<file path="src/design/sut_pkg.sv">
package sut_pkg;

  localparam int MAX_ROWS      = 1024;
  localparam int MAX_ENTRIES   = 8192;
  localparam int FRACTION_BITS = 16;

  localparam int DATA_W    = 32;
  localparam int ROW_W     = $clog2(MAX_ROWS);
  localparam int ROW_CNT_W = ROW_W + 1;
  localparam int ENT_W     = $clog2(MAX_ENTRIES);
  localparam int ENT_CNT_W = ENT_W + 1;
  localparam int PROD_W    = 2 * DATA_W;
  localparam int DIVD_W    = DATA_W + FRACTION_BITS;
  localparam int DIV_CNT_W = $clog2(DIVD_W);

  typedef enum logic [2:0] {
    K_LOAD_RHS   = 3'd0,
    K_LOAD_ENTRY = 3'd1,
    K_SOLVE      = 3'd2,
    K_READ       = 3'd3,
    K_CLEAR      = 3'd4
  } kind_e;

  localparam logic [2:0] ST_OK    = 3'd0;
  localparam logic [2:0] ST_FULL  = 3'd1;
  localparam logic [2:0] ST_ORDER = 3'd2;
  localparam logic [2:0] ST_DIAG  = 3'd3;
  localparam logic [2:0] ST_RANGE = 3'd4;

  typedef struct packed {
    logic [ROW_W-1:0]         row;
    logic [ROW_W-1:0]         col;
    logic signed [DATA_W-1:0] val;
  } entry_t;

  function automatic logic signed [DATA_W-1:0] sat32(input logic signed [PROD_W-1:0] v);
    logic signed [PROD_W-1:0] hi;
    logic signed [PROD_W-1:0] lo;
    hi = PROD_W'({1'b0, {(DATA_W-1){1'b1}}});
    lo = -hi - PROD_W'(1);
    if (v > hi) begin
      return hi[DATA_W-1:0];
    end else if (v < lo) begin
      return lo[DATA_W-1:0];
    end
    return v[DATA_W-1:0];
  endfunction

endpackage

</file>
<file path="src/design/sut_div.sv">
module sut_div (
  input  logic                             clk_i,
  input  logic                             rst_ni,
  input  logic                             start_i,
  input  logic [sut_pkg::DIVD_W-1:0]       dividend_i,
  input  logic [sut_pkg::DATA_W-1:0]       divisor_i,
  output logic                             done_o,
  output logic [sut_pkg::DIVD_W-1:0]       quotient_o
);

  logic                             busy_q, busy_d;
  logic                             done_q, done_d;
  logic [sut_pkg::DIV_CNT_W-1:0]    cnt_q, cnt_d;
  logic [sut_pkg::DATA_W-1:0]       rem_q, rem_d;
  logic [sut_pkg::DATA_W-1:0]       dvs_q, dvs_d;
  logic [sut_pkg::DIVD_W-1:0]       quo_q, quo_d;
  logic [sut_pkg::DATA_W:0]         trial;
  logic                             fits;

  always_comb begin
    busy_d = busy_q;
    done_d = 1'b0;
    cnt_d  = cnt_q;
    rem_d  = rem_q;
    dvs_d  = dvs_q;
    quo_d  = quo_q;
    trial  = {rem_q, quo_q[sut_pkg::DIVD_W-1]};
    fits   = trial >= {1'b0, dvs_q};
    if (start_i) begin
      busy_d = 1'b1;
      cnt_d  = '0;
      rem_d  = '0;
      dvs_d  = divisor_i;
      quo_d  = dividend_i;
    end else if (busy_q) begin
      rem_d = fits ? sut_pkg::DATA_W'(trial - {1'b0, dvs_q}) : trial[sut_pkg::DATA_W-1:0];
      quo_d = {quo_q[sut_pkg::DIVD_W-2:0], fits};
      cnt_d = cnt_q + 1'b1;
      if (cnt_q == sut_pkg::DIV_CNT_W'(sut_pkg::DIVD_W - 1)) begin
        busy_d = 1'b0;
        done_d = 1'b1;
      end
    end
  end

  always_ff @(posedge clk_i or negedge rst_ni) begin
    if (!rst_ni) begin
      busy_q <= 1'b0;
      done_q <= 1'b0;
      cnt_q  <= '0;
    end else begin
      busy_q <= busy_d;
      done_q <= done_d;
      cnt_q  <= cnt_d;
    end
  end

  always_ff @(posedge clk_i) begin
    rem_q <= rem_d;
    dvs_q <= dvs_d;
    quo_q <= quo_d;
  end

  assign done_o     = done_q;
  assign quotient_o = quo_q;

endmodule

</file>
<file path="config.mk">
export PLATFORM = sky130hd
export DESIGN_NAME = sut_div
export DESIGN_NICKNAME = d
export VERILOG_FILES = /design/src/design/sut_pkg.sv /design/src/design/sut_div.sv
export SDC_FILE = /design/constraint.sdc
export NUM_CORES = 1
export LEC_CHECK = 0
export BUFFER_PORTS_ARGS = -buffer_cell sky130_fd_sc_hd__buf_2
export CAP_MARGIN = 20
export CORE_ASPECT_RATIO = 1.2
export CORE_UTILIZATION = 50
export DETAILED_ROUTE_END_ITERATION = 16
export GPL_TIMING_DRIVEN = 0
export PLACE_DENSITY_LB_ADDON = 0.2
export SYNTH_ARGS = -nofsm -noshare
export SYNTH_HDL_FRONTEND = slang
export SYNTH_SLANG_ARGS = --single-unit
</file>
<file path="constraint.sdc">
create_clock -name clk_i -period 7.2 [get_ports clk_i]
set_input_delay 2.16 -clock clk_i [delete_from_list [all_inputs] [get_ports clk_i]]
set_output_delay 2.16 -clock clk_i [all_outputs]
set_load 0.02 [all_outputs]
</file>
==> impl_metrics.env <==
export IMPL_utilization_pct=61.9
export IMPL_min_period_ns=4.22
export IMPL_tightestPinTransition_ns=0.922
export IMPL_syn_avg_cell_area_sq_um=10.9
export IMPL_violations="DRC"
export IMPL_num_rows=46
export IMPL_critPathKind="input pin to flip-flop"
export IMPL_cts_repair_resized=0
export IMPL_via_count=5236
export IMPL_cts_tree="done"
export IMPL_crit_required_ns=7.37
export IMPL_ant_nets=0
export IMPL_post_drt_wl_per_cell_um=17.1
export IMPL_clk_latency_ns=0.42
export IMPL_cts_made_buffers=17
export IMPL_crit_fanout=38
export IMPL_dpl_cell_area_sq_um=7590
export IMPL_syn_to_final_growth_pct=21.2
export IMPL_regArea_sq_um=3240
export IMPL_finClkSkew_ns=0.00617
export IMPL_synthFlopType="edfxtp_1"
export IMPL_hold_viol_final=0
export IMPL_multi_input_area_sq_um=3140
export IMPL_grt_use_total_pct=24.8
export IMPL_setup_viol=0
export IMPL_clk_pin_slew_worst_paths_ns=0.05
export IMPL_grt_pass1_vias=5311
export IMPL_synth_top_area_share_pct=35.8
export IMPL_ys_ff_latch=120
export IMPL_final_area_sq_um=8130
export IMPL_ys_seq_area_share_pct=48.4
export IMPL_setup_tns_ns=0
export IMPL_synth_top_area_cell="edfxtp_1"
export IMPL_initial_utilization_pct=51.1
export IMPL_end_kind="flip-flop"
export IMPL_outcome="finished with violations"
export IMPL_antenna_found_initial=0
export IMPL_drt_wl_total_mm=16.1
export IMPL_dp_hpwl_mm=11.7
export IMPL_grt_pass1_wl_mm=26.0
export IMPL_cts_sink_count=120
export IMPL_fillers=1101
export IMPL_firstDrtPassIters=11
export IMPL_post_cts_buffers=0
export IMPL_slew_headroom_pct=38.5
export IMPL_max_cap_viol_count=0
export IMPL_slew_violations=0
export IMPL_async_flop_share_pct=6.67
export IMPL_yosys_warnings=0
export IMPL_ios=132
export IMPL_synth_edff_count=80
export IMPL_p_per_area_nw_per_um2=351
export IMPL_grt_max_degree=39
export IMPL_core_area_sq_um=13100
export IMPL_rsz0062_at_grt="no"
export IMPL_drt_iter0_markers=243
export IMPL_ys_top_cells_by_area="edfxtp_1 (36%), dfxtp_1 (9.6%), mux2_2 (8.2%)"
export IMPL_nets=881
export IMPL_drive_gt1_share_pct=29.0
export IMPL_synth_fp_nets=730
export IMPL_die_x_um=108
export IMPL_synthCells=613
export IMPL_max_freq_ghz=0.237
export IMPL_diodes=0
export IMPL_chipHeight_um=129
export IMPL_critPathLaunchType="input pin"
export IMPL_place_congestion=0.954
export IMPL_drc=1
export IMPL_root_buffer="clkbuf_16"
export IMPL_cts_htree_levels=4
export IMPL_ir_drop_mv=0.188
export IMPL_syn_area_sq_um=6700
export IMPL_die_area_sq_um=13900
export IMPL_hold_buffers=0
export IMPL_period_share_pct=58.6
export IMPL_clock_path_buffers=2
export IMPL_overflow=0
export IMPL_io_buffers=131
export IMPL_vias_per_cell=5.55
export IMPL_synth_cell_types=61
export IMPL_p_leak_nw=3.51
export IMPL_worstHoldPathType="flip-flop to flip-flop"
export IMPL_critPathArrivalTime_ns=4.39
## flip-flops by register name (all words and copies together), names as in the netlist
signal	cells
cnt_q	6
done_o	1
rem_q	32
busy_q	1
dvs_q	32
quotient_o	48
## where the power goes
group / switching, mW / total (mW) / internal (mW)
Combinational: 0.644 / 1.13 / 0.485
Sequential: 0.0789 / 0.944 / 0.865
Clock: 0.312 / 0.781 / 0.470
## final cells by class
cell class,instances,share of cell area [%]
plain buffers,32,1.94
clock buffers,19,5.33
clock inverters,12,1.29
inverters,44,2.03
multi-input cells,417,38.6
flip-flops and latches,120,39.9
well taps,168,2.59
repair buffers,132,8.31
## synthesized netlist by cell type, drive strengths merged, types with 3 or more instances
| cell | instances |
|---|---|
| a211oi | 21 |
| a21o | 15 |
| a21oi | 30 |
| a31o | 3 |
| a31oi | 10 |
| and2 | 4 |
| and3 | 3 |
| buf | 10 |
| clkbuf | 22 |
| dfrtp | 8 |
| dfxtp | 32 |
| edfxtp | 80 |
| ha | 33 |
| inv | 44 |
| mux2 | 49 |
| mux2i | 26 |
| nand2 | 42 |
| nand2b | 4 |
| nand3 | 12 |
| nand4 | 8 |
| nor2 | 43 |
| nor2b | 3 |
| nor3 | 6 |
| nor4 | 3 |
| o211ai | 7 |
| o21a | 5 |
| o21ai | 26 |
| o21bai | 6 |
| o31ai | 3 |
| xnor2 | 16 |
| xor2 | 16 |
## worst max-delay path, cell delays in order
cell      delay [ns]
buf_2           0.40
nor2_1          0.54
clkbuf_1        0.62
inv_2           0.38
buf_12          0.29
## per-stage QoR
step	setup slack [ns]	total power [mW]	hold WS (ns)	std cells
finish	2.98	2.85	0.459	944
floorplan	3.40	1.80	0.429	613
global route	2.83	3.02	0.486	944
global placement	1.79	2.05	0.443	912
detailed placement	2.50	2.07	0.452	913
CTS	2.94	2.86	0.459	944
## cell families (layout without fill, tap and decap cells)
family	Yosys count	count (layout)	synth area share [%]
DFF	120	120	48.4
muxes	75	75	12.1
buffers and inverters	76	239	4.82
adders and majority gates	34	34	6.46
xor gates and xnor gates	32	32	4.18
AOI/OAI and AO/OA	142	142	14.9
and+or+nand+nor	134	134	9.20
## layer usage
metal,GRT usage [%],up-vias,share of wire [%]
li1,-,2553,-
met1,28.0,2465,40
met2,42.4,181,50
met3,7.09,37,6.9
met4,13.2,0,3.0
met5,0,-,0
## worst paths after layout
path,start,to,slack (ns),depth (start not counted)
max,start_i,quotient_o[37],2.98,5
min,rem_q[31],rem_q[31],0.46,2
max reg2reg,rem_q[2],quotient_o[0],4.02,11
min reg2reg,rem_q[31],rem_q[31],0.46,2
max in group asynchronous,rst_ni,cnt_q[3],5.47,1
min in group asynchronous,rst_ni,cnt_q[4],1.57,1
## placed cells by master (no fill, tap or decap), types with 3 or more instances in the layout
cell | Yosys | routed
dfrtp_1 | 8 | 8
a21o_1 | 15 | 15
o31ai_1 | 3 | 3
buf_2 | 3 | 134
o21bai_1 | 5 | 5
o21ai_0 | 19 | 19
nand2b_1 | 4 | 4
o21ai_1 | 7 | 7
mux2_2 | 49 | 49
o211ai_1 | 6 | 6
edfxtp_1 | 80 | 80
xnor2_1 | 16 | 16
nor2b_1 | 3 | 3
clkbuf_16 | 0 | 17
ha_1 | 33 | 33
clkinv_2 | 0 | 3
clkinvlp_4 | 0 | 4
and2_1 | 4 | 4
a21oi_1 | 30 | 30
nand3_1 | 12 | 12
nor3_1 | 6 | 6
inv_1 | 44 | 43
nand4_1 | 8 | 8
buf_6 | 3 | 3
nor2_1 | 43 | 43
clkbuf_1 | 22 | 24
a211oi_1 | 20 | 20
a31oi_1 | 10 | 10
buf_1 | 3 | 3
dfxtp_1 | 32 | 32
mux2i_1 | 26 | 26
o21a_1 | 5 | 5
nor4_1 | 3 | 3
nand2_1 | 42 | 42
xor2_1 | 16 | 16
and3_1 | 3 | 3
(Power assumes the default switching activity.)
